### config.mk
export PLATFORM = sky130hd
export DESIGN_NAME = load_cell_weight_filter
export DESIGN_NICKNAME = d
export VERILOG_FILES = /design/src/hdl/lcwf_pkg.sv /design/src/hdl/lcwf_engine.sv /design/src/hdl/load_cell_weight_filter.sv
export VERILOG_INCLUDE_DIRS = /design/src /design/src/hdl
export SDC_FILE = /design/constraint.sdc
export NUM_CORES = 2
export LEC_CHECK = 0
export BUFFER_PORTS_ARGS = -buffer_cell sky130_fd_sc_hd__buf_2
export CORE_MARGIN = 10
export CORE_UTILIZATION = 30
export CTS_CLUSTER_DIAMETER = 80
export DETAILED_ROUTE_END_ITERATION = 16
export MAX_ROUTING_LAYER = met4
export SYNTH_ARGS = -nofsm -noshare
export SYNTH_HDL_FRONTEND = slang
export SYNTH_SLANG_ARGS = --single-unit
### constraint.sdc
create_clock -name clk_i -period 7 [get_ports clk_i]
set_input_delay 0.7 -clock clk_i [delete_from_list [all_inputs] [get_ports clk_i]]
set_output_delay 0.7 -clock clk_i [all_outputs]
set_load 0.01 [all_outputs]
### src/hdl/load_cell_weight_filter_defines.svh
// Assertion helpers for the load cell weight filter.
`ifndef LOAD_CELL_WEIGHT_FILTER_DEFINES_SVH
`define LOAD_CELL_WEIGHT_FILTER_DEFINES_SVH

// Check a consequence in the same cycle as its cause.
`define LCWF_ASSERT_NOW(lbl, ante, cons, msg) \
  lbl: assert property (@(posedge clk_i) disable iff (!rst_ni) (ante) |-> (cons)) \
    else $error(msg);

// Check a consequence in the cycle after its cause.
`define LCWF_ASSERT_NEXT(lbl, ante, cons, msg) \
  lbl: assert property (@(posedge clk_i) disable iff (!rst_ni) (ante) |=> (cons)) \
    else $error(msg);

`endif

### src/hdl/lcwf_pkg.sv
package lcwf_pkg;

  // Ring depth default
  localparam int unsigned WINDOW_DEFAULT = 16;

  // Field widths
  localparam int unsigned RAW_W      = 24;
  localparam int unsigned MAG_W      = RAW_W + 1;
  localparam int unsigned GAIN_W     = 32;
  localparam int unsigned FRAC_W     = 16;
  localparam int unsigned MG_W       = 32;
  localparam int unsigned G_W        = 23;
  localparam int unsigned DB_W       = 20;
  localparam int unsigned Q_W        = MAG_W + GAIN_W - FRAC_W;
  localparam int unsigned SUM_W_DEFAULT = MG_W + $clog2(WINDOW_DEFAULT);

  // Port widths
  localparam int unsigned CFG_IDX_W  = 2;
  localparam int unsigned CFG_DATA_W = 32;
  localparam int unsigned IN_DATA_W  = 24;
  localparam int unsigned OUT_DATA_W = 88;
  localparam int unsigned OUT_USER_W = 2;

  // Saturation limits of the scaled sample
  localparam logic [Q_W-1:0]  SAT_NEG_MAG = Q_W'(64'h0000_0000_8000_0000);
  localparam logic [Q_W-1:0]  SAT_POS_MAG = Q_W'(64'h0000_0000_7FFF_FFFF);
  localparam logic [MG_W-1:0] MG_MIN      = 32'h8000_0000;
  localparam logic [MG_W-1:0] MG_MAX      = 32'h7FFF_FFFF;

  // Grams: (mag + 500) / 1000 as a multiply by the reciprocal, exact for 32-bit values
  localparam int unsigned     G_RECIP_W = 29;
  localparam logic [G_RECIP_W-1:0] G_RECIP = 29'd274877907;
  localparam int unsigned     G_SHIFT   = 38;
  localparam int unsigned     G_PROD_W  = MG_W + G_RECIP_W;
  localparam logic [MG_W-1:0] G_HALF    = 32'd500;

  // Configuration register indexes
  typedef enum logic [CFG_IDX_W-1:0] {
    CFG_TARE    = 2'd0,
    CFG_GAIN    = 2'd1,
    CFG_ZERO_DB = 2'd2,
    CFG_DISP_DB = 2'd3
  } cfg_reg_e;

  // Shared unit operations
  typedef enum logic {
    ENG_MUL = 1'b0,
    ENG_DIV = 1'b1
  } eng_op_e;

  typedef struct packed {
    logic    start;
    eng_op_e op;
  } eng_req_t;

  typedef struct packed {
    logic busy;
    logic done;
  } eng_rsp_t;

endpackage

### src/hdl/lcwf_engine.sv
module lcwf_engine #(
  parameter int unsigned LoW = lcwf_pkg::SUM_W_DEFAULT
) (
  input  logic                           clk_i,
  input  logic                           rst_ni,
  input  lcwf_pkg::eng_req_t             req_i,
  input  logic [LoW-1:0]                 opa_i,
  input  logic [lcwf_pkg::GAIN_W-1:0]    opb_i,
  output lcwf_pkg::eng_rsp_t             rsp_o,
  output logic [lcwf_pkg::GAIN_W-1:0]    hi_o,
  output logic [LoW-1:0]                 lo_o
);
  import lcwf_pkg::*;

  localparam int unsigned HiW   = GAIN_W;
  localparam int unsigned StepW = $clog2(LoW);

  logic [HiW-1:0]   hi_q, hi_d;
  logic [LoW-1:0]   lo_q, lo_d;
  logic [HiW-1:0]   b_q;
  eng_op_e          op_q;
  logic [StepW-1:0] step_q;
  logic             busy_q, done_q;

  logic [HiW:0] alu_a, alu_b, alu_sum;
  logic         alu_sub;

  // One add/subtract per step: shift-add multiply or restoring divide
  always_comb begin
    if (op_q == ENG_MUL) begin
      alu_a   = {1'b0, hi_q};
      alu_b   = lo_q[0] ? {1'b0, b_q} : '0;
      alu_sub = 1'b0;
    end else begin
      alu_a   = {1'b0, hi_q[HiW-2:0], lo_q[LoW-1]};
      alu_b   = {1'b0, b_q};
      alu_sub = 1'b1;
    end
    alu_sum = alu_a + (alu_sub ? ~alu_b : alu_b) + {{HiW{1'b0}}, alu_sub};
    if (op_q == ENG_MUL) begin
      hi_d = alu_sum[HiW:1];
      lo_d = {alu_sum[0], lo_q[LoW-1:1]};
    end else begin
      // keep the partial remainder when the trial subtract borrows
      hi_d = alu_sum[HiW] ? alu_a[HiW-1:0] : alu_sum[HiW-1:0];
      lo_d = {lo_q[LoW-2:0], ~alu_sum[HiW]};
    end
  end

  // Sequence the steps
  always_ff @(posedge clk_i or negedge rst_ni) begin
    if (!rst_ni) begin
      busy_q <= 1'b0;
      done_q <= 1'b0;
      step_q <= '0;
      op_q   <= ENG_MUL;
    end else begin
      if (req_i.start) begin
        busy_q <= 1'b1;
        done_q <= 1'b0;
        op_q   <= req_i.op;
        step_q <= (req_i.op == ENG_MUL) ? StepW'(MAG_W - 1) : StepW'(LoW - 1);
      end else if (busy_q) begin
        if (step_q == '0) begin
          busy_q <= 1'b0;
          done_q <= 1'b1;
        end else begin
          done_q <= 1'b0;
          step_q <= step_q - StepW'(1);
        end
      end else begin
        done_q <= 1'b0;
      end
    end
  end

  // Operand and partial result registers
  always_ff @(posedge clk_i) begin
    if (req_i.start) begin
      hi_q <= '0;
      lo_q <= opa_i;
      b_q  <= opb_i;
    end else if (busy_q) begin
      hi_q <= hi_d;
      lo_q <= lo_d;
    end
  end

  assign rsp_o.busy = busy_q;
  assign rsp_o.done = done_q;
  assign hi_o       = hi_q;
  assign lo_o       = lo_q;

endmodule

### src/hdl/load_cell_weight_filter.sv
// Sample beat: gain multiply, running sum, average divide, display deadband and grams run
// in turn through MUL, SUM, DIVS, DIV, HOLD, GABS, GPROD and DONE; the next beat is taken only
// once the result is in the output register. The shared add/subtract unit does 25 steps of gain
// multiply, 32 + ceil(log2(WINDOW)) steps of average divide. A clear beat runs GABS, GPROD, DONE.
// rst_ni (async, active low) empties the filter, drops the display and restores registers.
`include "load_cell_weight_filter_defines.svh"

module load_cell_weight_filter #(
  parameter int unsigned WINDOW = lcwf_pkg::WINDOW_DEFAULT
) (
  input  logic                               clk_i,
  input  logic                               rst_ni,
  // configuration write channel
  input  logic                               cfg_valid_i,
  output logic                               cfg_ready_o,
  input  logic [lcwf_pkg::CFG_IDX_W-1:0]     cfg_index_i,
  input  logic [lcwf_pkg::CFG_DATA_W-1:0]    cfg_data_i,
  // input stream
  input  logic                               s_axis_tvalid,
  output logic                               s_axis_tready,
  input  logic [lcwf_pkg::IN_DATA_W-1:0]     s_axis_tdata,  // [23:0] raw_sample
  input  logic [0:0]                         s_axis_tuser,  // [0] opcode
  // result stream
  output logic                               m_axis_tvalid,
  input  logic                               m_axis_tready,
  // [31:0] displayed_mg, [54:32] displayed_g, [86:55] average_mg, [87] zero
  output logic [lcwf_pkg::OUT_DATA_W-1:0]    m_axis_tdata,
  output logic [lcwf_pkg::OUT_USER_W-1:0]    m_axis_tuser   // [0] display_valid, [1] saturated
);
  import lcwf_pkg::*;

  localparam int unsigned SumW  = MG_W + $clog2(WINDOW);
  localparam int unsigned CntW  = $clog2(WINDOW + 1);
  localparam int unsigned SlotW = (WINDOW > 1) ? $clog2(WINDOW) : 1;
  localparam int unsigned QOff  = SumW - MAG_W + FRAC_W;

  typedef enum logic [3:0] {
    ST_IDLE,
    ST_MUL,
    ST_SUM,
    ST_DIVS,
    ST_DIV,
    ST_HOLD,
    ST_GABS,
    ST_GPROD,
    ST_DONE
  } state_e;

  state_e state_q;

  // Configuration registers
  logic [RAW_W-1:0]  tare_q;
  logic [GAIN_W-1:0] gain_q;
  logic [DB_W-1:0]   zdb_q, ddb_q;

  // Filter state
  logic [SumW-1:0]   sum_q, sum_d;
  logic [CntW-1:0]   cnt_q;
  logic [SlotW-1:0]  slot_q;
  logic [MG_W-1:0]   held_q;
  logic              held_v_q;

  // Per-item working registers
  logic              neg_q;
  logic [MG_W-1:0]   s_q;
  logic              sat_q;
  logic [MG_W-1:0]   avg_q;
  logic [MG_W-1:0]   gmag_q;
  logic              gneg_q;
  logic [G_PROD_W-1:0] gprod_q;

  // Output register
  logic              out_valid_q;
  logic [MG_W-1:0]   out_mg_q, out_avg_q;
  logic [G_W-1:0]    out_g_q;
  logic              out_dv_q, out_sat_q;

  // Sample ring
  logic [MG_W-1:0]   ring_q [WINDOW];
  logic [MG_W-1:0]   rd_q;

  // Shared unit
  eng_req_t          eng_req;
  eng_rsp_t          eng_rsp;
  logic [SumW-1:0]   eng_opa;
  logic [GAIN_W-1:0] eng_opb;
  logic [GAIN_W-1:0] eng_hi;
  logic [SumW-1:0]   eng_lo;

  logic              accept, full;
  logic [MAG_W-1:0]  d_in, mag_in;
  logic [SumW-1:0]   sum_mag;
  logic [GAIN_W+SumW-1:0] prod_w;
  logic [Q_W-1:0]    q_sc;
  logic              sat_c;
  logic [MG_W-1:0]   s_c;
  logic [MG_W-1:0]   qmag, avg_c;
  logic [MG_W:0]     hdiff, hdmag;
  logic              upd_c;
  logic [G_W-1:0]    gq, g_c;
  logic              out_free;

  assign accept        = s_axis_tvalid && s_axis_tready;
  assign s_axis_tready = (state_q == ST_IDLE);
  assign cfg_ready_o   = 1'b1;
  assign full          = (cnt_q == CntW'(WINDOW));
  assign out_free      = !out_valid_q || m_axis_tready;

  // Tare subtract and magnitude of the sample
  assign d_in   = {s_axis_tdata[RAW_W-1], s_axis_tdata[RAW_W-1:0]} - {tare_q[RAW_W-1], tare_q};
  assign mag_in = d_in[MAG_W-1] ? (MAG_W'(0) - d_in) : d_in;
  assign sum_mag = sum_q[SumW-1] ? (SumW'(0) - sum_q) : sum_q;

  // Drive the shared unit
  always_comb begin
    eng_req.start = (accept && !s_axis_tuser[0]) || (state_q == ST_DIVS);
    eng_req.op    = (state_q == ST_DIVS) ? ENG_DIV : ENG_MUL;
    eng_opa       = (state_q == ST_DIVS) ? sum_mag : SumW'(mag_in);
    eng_opb       = (state_q == ST_DIVS) ? GAIN_W'(cnt_q) : gain_q;
  end

  lcwf_engine #(
    .LoW (SumW)
  ) u_engine (
    .clk_i  (clk_i),
    .rst_ni (rst_ni),
    .req_i  (eng_req),
    .opa_i  (eng_opa),
    .opb_i  (eng_opb),
    .rsp_o  (eng_rsp),
    .hi_o   (eng_hi),
    .lo_o   (eng_lo)
  );

  // Drop the fraction and clip to 32 bits
  always_comb begin
    prod_w = {eng_hi, eng_lo};
    q_sc   = prod_w[QOff +: Q_W];
    if (neg_q) begin
      sat_c = (q_sc > SAT_NEG_MAG);
      s_c   = sat_c ? MG_MIN : (MG_W'(0) - q_sc[MG_W-1:0]);
    end else begin
      sat_c = (q_sc > SAT_POS_MAG);
      s_c   = sat_c ? MG_MAX : q_sc[MG_W-1:0];
    end
  end

  // Running sum: add the new sample, retire the oldest once full
  assign sum_d = sum_q + SumW'($signed(s_q)) - (full ? SumW'($signed(rd_q)) : SumW'(0));

  // Average sign and zero deadband
  assign qmag  = eng_lo[MG_W-1:0];
  assign avg_c = (qmag <= MG_W'(zdb_q)) ? '0 :
                 (sum_q[SumW-1] ? (MG_W'(0) - qmag) : qmag);

  // Display deadband at full precision
  assign hdiff = {avg_q[MG_W-1], avg_q} - {held_q[MG_W-1], held_q};
  assign hdmag = hdiff[MG_W] ? ((MG_W+1)'(0) - hdiff) : hdiff;
  assign upd_c = !held_v_q || (hdmag >= (MG_W+1)'(ddb_q));

  // Grams from the reciprocal product
  assign gq  = gprod_q[G_SHIFT +: G_W];
  assign g_c = gneg_q ? (G_W'(0) - gq) : gq;

  // Configuration writes
  always_ff @(posedge clk_i or negedge rst_ni) begin
    if (!rst_ni) begin
      tare_q <= '0;
      gain_q <= GAIN_W'(32'h0001_0000);
      zdb_q  <= '0;
      ddb_q  <= '0;
    end else if (cfg_valid_i && cfg_ready_o) begin
      case (cfg_reg_e'(cfg_index_i))
        CFG_TARE:    tare_q <= cfg_data_i[RAW_W-1:0];
        CFG_GAIN:    gain_q <= cfg_data_i[GAIN_W-1:0];
        CFG_ZERO_DB: zdb_q  <= cfg_data_i[DB_W-1:0];
        CFG_DISP_DB: ddb_q  <= cfg_data_i[DB_W-1:0];
        default: ;
      endcase
    end
  end

  // Sequencer, filter state and output register
  always_ff @(posedge clk_i or negedge rst_ni) begin
    if (!rst_ni) begin
      state_q     <= ST_IDLE;
      sum_q       <= '0;
      cnt_q       <= '0;
      slot_q      <= '0;
      held_q      <= '0;
      held_v_q    <= 1'b0;
      neg_q       <= 1'b0;
      s_q         <= '0;
      sat_q       <= 1'b0;
      avg_q       <= '0;
      gmag_q      <= '0;
      gneg_q      <= 1'b0;
      gprod_q     <= '0;
      out_valid_q <= 1'b0;
      out_mg_q    <= '0;
      out_g_q     <= '0;
      out_avg_q   <= '0;
      out_dv_q    <= 1'b0;
      out_sat_q   <= 1'b0;
    end else begin
      // drop the output beat once taken; the done state reloads it itself
      if (m_axis_tready && state_q != ST_DONE) begin
        out_valid_q <= 1'b0;
      end
      case (state_q)
        ST_IDLE: begin
          if (accept) begin
            if (s_axis_tuser[0]) begin
              // clear: empty the ring and drop the display
              sum_q    <= '0;
              cnt_q    <= '0;
              slot_q   <= '0;
              held_q   <= '0;
              held_v_q <= 1'b0;
              avg_q    <= '0;
              sat_q    <= 1'b0;
              state_q  <= ST_GABS;
            end else begin
              neg_q   <= d_in[MAG_W-1];
              state_q <= ST_MUL;
            end
          end
        end
        ST_MUL: begin
          if (eng_rsp.done) begin
            s_q     <= s_c;
            sat_q   <= sat_c;
            state_q <= ST_SUM;
          end
        end
        ST_SUM: begin
          sum_q   <= sum_d;
          cnt_q   <= full ? cnt_q : cnt_q + CntW'(1);
          slot_q  <= (slot_q == SlotW'(WINDOW - 1)) ? '0 : slot_q + SlotW'(1);
          state_q <= ST_DIVS;
        end
        ST_DIVS: begin
          state_q <= ST_DIV;
        end
        ST_DIV: begin
          if (eng_rsp.done) begin
            avg_q   <= avg_c;
            state_q <= ST_HOLD;
          end
        end
        ST_HOLD: begin
          if (upd_c) begin
            held_q   <= avg_q;
            held_v_q <= 1'b1;
          end
          state_q <= ST_GABS;
        end
        ST_GABS: begin
          gmag_q  <= (held_q[MG_W-1] ? (MG_W'(0) - held_q) : held_q) + G_HALF;
          gneg_q  <= held_q[MG_W-1];
          state_q <= ST_GPROD;
        end
        ST_GPROD: begin
          gprod_q <= G_PROD_W'(gmag_q) * G_PROD_W'(G_RECIP);
          state_q <= ST_DONE;
        end
        ST_DONE: begin
          // hold here until the output register is free
          if (out_free) begin
            out_valid_q <= 1'b1;
            out_mg_q    <= held_q;
            out_g_q     <= g_c;
            out_avg_q   <= avg_q;
            out_dv_q    <= held_v_q;
            out_sat_q   <= sat_q;
            state_q     <= ST_IDLE;
          end
        end
        default: state_q <= ST_IDLE;
      endcase
    end
  end

  // Ring storage: write the new sample, read the slot it replaces
  always_ff @(posedge clk_i) begin
    if (state_q == ST_SUM) begin
      ring_q[slot_q] <= s_q;
    end
    rd_q <= ring_q[slot_q];
  end

  assign m_axis_tvalid = out_valid_q;
  assign m_axis_tdata  = {1'b0, out_avg_q, out_g_q, out_mg_q};
  assign m_axis_tuser  = {out_sat_q, out_dv_q};

  `LCWF_ASSERT_NEXT(a_clear_empties, accept && s_axis_tuser[0], cnt_q == '0 && !held_v_q, "bad clear")
  `LCWF_ASSERT_NEXT(a_sample_mul, accept && !s_axis_tuser[0], eng_rsp.busy && state_q == ST_MUL, "no mul")
  `LCWF_ASSERT_NOW(a_done_in_wait, eng_rsp.done, state_q == ST_MUL || state_q == ST_DIV, "stray done")
  `LCWF_ASSERT_NOW(a_div_nonzero, state_q == ST_DIVS, cnt_q != '0, "divide by empty ring")

endmodule

==> results_dict.tcl <==
set metrics [dict create \
    min_path_type "in -> reg" \
    start_util_pct 30.2 \
    post-route-drc-count 0 \
    fin_ws_ns -0.0328 \
    placed_cell_area_um2 73800 \
    grt_max_degree 164 \
    num_rows 175 \
    cp-end-kind "register" \
    io_buffers 154 \
    setup_violations 2 \
    synth-main-ff-cell "edfxtp_1" \
    syn_to_final_growth_pct 15.0 \
    cts_buffers 116 \
    dr.pass1.iters 6 \
    violations "negative setup slack" \
    rr_worst_depth 29 \
    cpLargestDelayFamily "adder cells" \
    skew_ns 0.0436 \
    htreeDepth 3 \
    die_x_um 498 \
    grt_pass1_vias 48400 \
    worstPathArrival_ns 7.62 \
    rsz0062_at_grt "yes" \
    antenna_left 0 \
    cts_tree "done" \
    synth-seq-cells 1043 \
    cp-endpoint "gprod_q[52]" \
    async_flop_share_pct 38.3 \
    fin_crit_sh_pct 100 \
    rrSetupSlack_ns -0.03 \
    finalHoldViolations 0 \
    clock-sinks 1043 \
    criticalPathCategory "reg -> reg" \
    grtUsageTotal_pct 15.4 \
    cts_buffer_depth 3 \
    reg2reg_to "gprod_q[52]" \
    syn_inst 6202 \
    clkLatencyLatePin_ns 0.78 \
    drive_gt1_share_pct 16.1 \
    crit_top_cell "fa_2" \
    vias_per_cell 4.96 \
    fmax_mhz 142 \
    ys_warn_count 0 \
    die-area_um2 248000 \
    antenna_found_initial 7 \
    cp.buffers_inverters 9 \
    synth_area_leaders "edfxtp_1 25%, dfrtp_1 15%, ha_1 10%" \
    tightestPinTransition_ns 1.23 \
    cp_slowest_cell "fa_1" \
    fin_nets 7426 \
    status "complete, but fails checks" \
    synth_top_area_share_pct 25.4 \
    required_ns 7.58 \
    grt_pass1_wl_mm 295 \
    rr_startpoint "gmag_q[15]" \
    path_clk_slew_ns 0.06 \
    routed_wl_mm 191 \
    synth_edf_count 580 \
    wl_per_cell_um 20.0 \
    syn_nets 7170 \
    die_y_um 498 \
    crit_cells 29 \
    path_max_fanout 4 \
    register_area_um2 28700 \
    netlist_area_um2 68600 \
    cts-root-buf "clkbuf_16" \
    maxCapViolations 0 \
    maxSlewViolCount 0 \
    max_slew_margin_pct 17.6 \
    final_area_um2 78900 \
    synth_cell_types 100 \
    drt_iter0_drc 4077 \
    n_fill_cell 22400 \
    crit_path_max_incr_delay_ns 0.56 \
    avgSynthCellArea_um2 11.1 \
    dp_hpwl_mm 141 \
    synth_area_leader_cell "edfxtp_1" \
    startpoint "gmag_q[15]" \
    gp_congestion 0.910 \
    multi_input_comb_area_um2 36400 \
    cp-start-kind "register" \
    ys_seq_area_share_pct 41.8 \
    grt-ovfl-total 0 \
    ys_top_cells_by_count "880 x inv_1, 580 x edfxtp_1, 568 x ha_1, 502 x nand2_1, 464 x o21ai_0" \
    yosysMostFrequentCell "inv_1" \
    min_period_ns 7.03 \
    io_pins 157 \
    core_area_um2 227000 \
    vias 47500 \
]
-- cell families after synthesis --
group                    synth area share, %
AND/OR/NAND/NOR                         8.78
AO/OA/AOI/OAI                           10.6
buffers and inverters                   6.32
flip-flops                              41.8
adder cells (fa/ha/maj)                 20.2
multiplexers                            8.38
XOR/XNOR                                3.97
other                                 0.0109
-- cells in the final DEF, fill, tap and decap left out, types with 27 or more instances in the layout --
master / count
clkbuf_1: 27
nand2b_1: 36
o22ai_1: 30
xor2_1: 110
dfrtp_1: 375
mux4_2: 160
o31ai_1: 64
nand2_1: 496
a31oi_1: 41
buf_2: 153
nor3_1: 73
mux2i_1: 92
a21oi_1: 233
fa_1: 312
ha_1: 527
nor2_1: 209
edfxtp_1: 580
xnor2_1: 199
clkbuf_16: 116
inv_1: 866
nand3_1: 80
nor2b_1: 35
o21a_1: 29
dfxtp_1: 64
o21ai_0: 457
and2_1: 75
a21o_1: 79
or3_1: 39
mux2_2: 109
a211oi_1: 53
ha_4: 37
nand4_1: 42
buf_4: 222
-- registers in the layout, summed over array words and instances, names as in the netlist, 4 cells and up --
register / flops
state_q: 4
u_engine.lo_o: 36
tare_q: 24
ring_q: 512
cnt_q: 5
out_avg_q: 32
held_q: 32
gmag_q: 32
zdb_q: 20
sum_q: 36
gain_q: 32
out_mg_q: 32
out_g_q: 23
s_q: 32
slot_q: 4
ddb_q: 20
u_engine.step_q: 6
gprod_q: 23
u_engine.hi_o: 32
rd_q: 32
avg_q: 32
u_engine.b_q: 32
-- per-stage QoR --
step           std cells  util [%]  hold WS (ns)  worst slack, ns     TNS, ns
2_1_floorplan       6202         -         0.404           0.0469           0
3_3_place_gp        9307      32.4         0.459           -0.440       -3.42
3_5_place_dp        9307      32.4         0.467           -0.509       -4.54
4_1_cts             9558      34.6        0.0785       -0.0000329  -0.0000329
5_1_grt             9573      34.7         0.106           -0.270       -2.28
6_report            9575      34.7         0.155          -0.0328     -0.0332
-- final cells by class --
| cell class | count | share of cell area [%] |
|---|---|---|
| Clock inverter | 62 | 0.993 |
| Tap cell | 3009 | 4.77 |
| Clock buffer | 159 | 4.09 |
| Antenna cell | 5 | 0.0159 |
| Sequential cell | 1043 | 36.4 |
| Inverter | 882 | 4.20 |
| Timing Repair Buffer | 396 | 3.44 |
| Multi-Input combinational cell | 4019 | 46.1 |
-- metal layers --
metal  wire length [um]  GRT usage [%]
met1              83500           20.1
met2              93500           25.5
met3              10000           2.20
met4               4090           3.35
met5                  0              -
-- what timing repair did --
item | 4_1_cts | 5_1_grt
endpoints found under the hold margin | 30 | 0
hold buffers | 1 | 0
pin swaps | 67 | 51
gates cloned | 0 | 0
resized for setup | 106 | 35
setup endpoints to repair | 20 | 16
buffers inserted | 29 | 12
-- worst min-delay path by stage --
stage	startpoint	endpoint	cells after the start
floorplan	rst_ni	avg_q[0]	0
global placement	out_mg_q[19]	out_mg_q[19]	2
detailed placement	out_mg_q[12]	out_mg_q[12]	2
CTS	cfg_data_i[27]	gain_q[27]	2
global route	cfg_data_i[27]	gain_q[27]	2
finish	cfg_data_i[27]	gain_q[27]	2
Power is not shown: default switching activity piles up to over one toggle a cycle in this logic, so the estimate is an artifact.
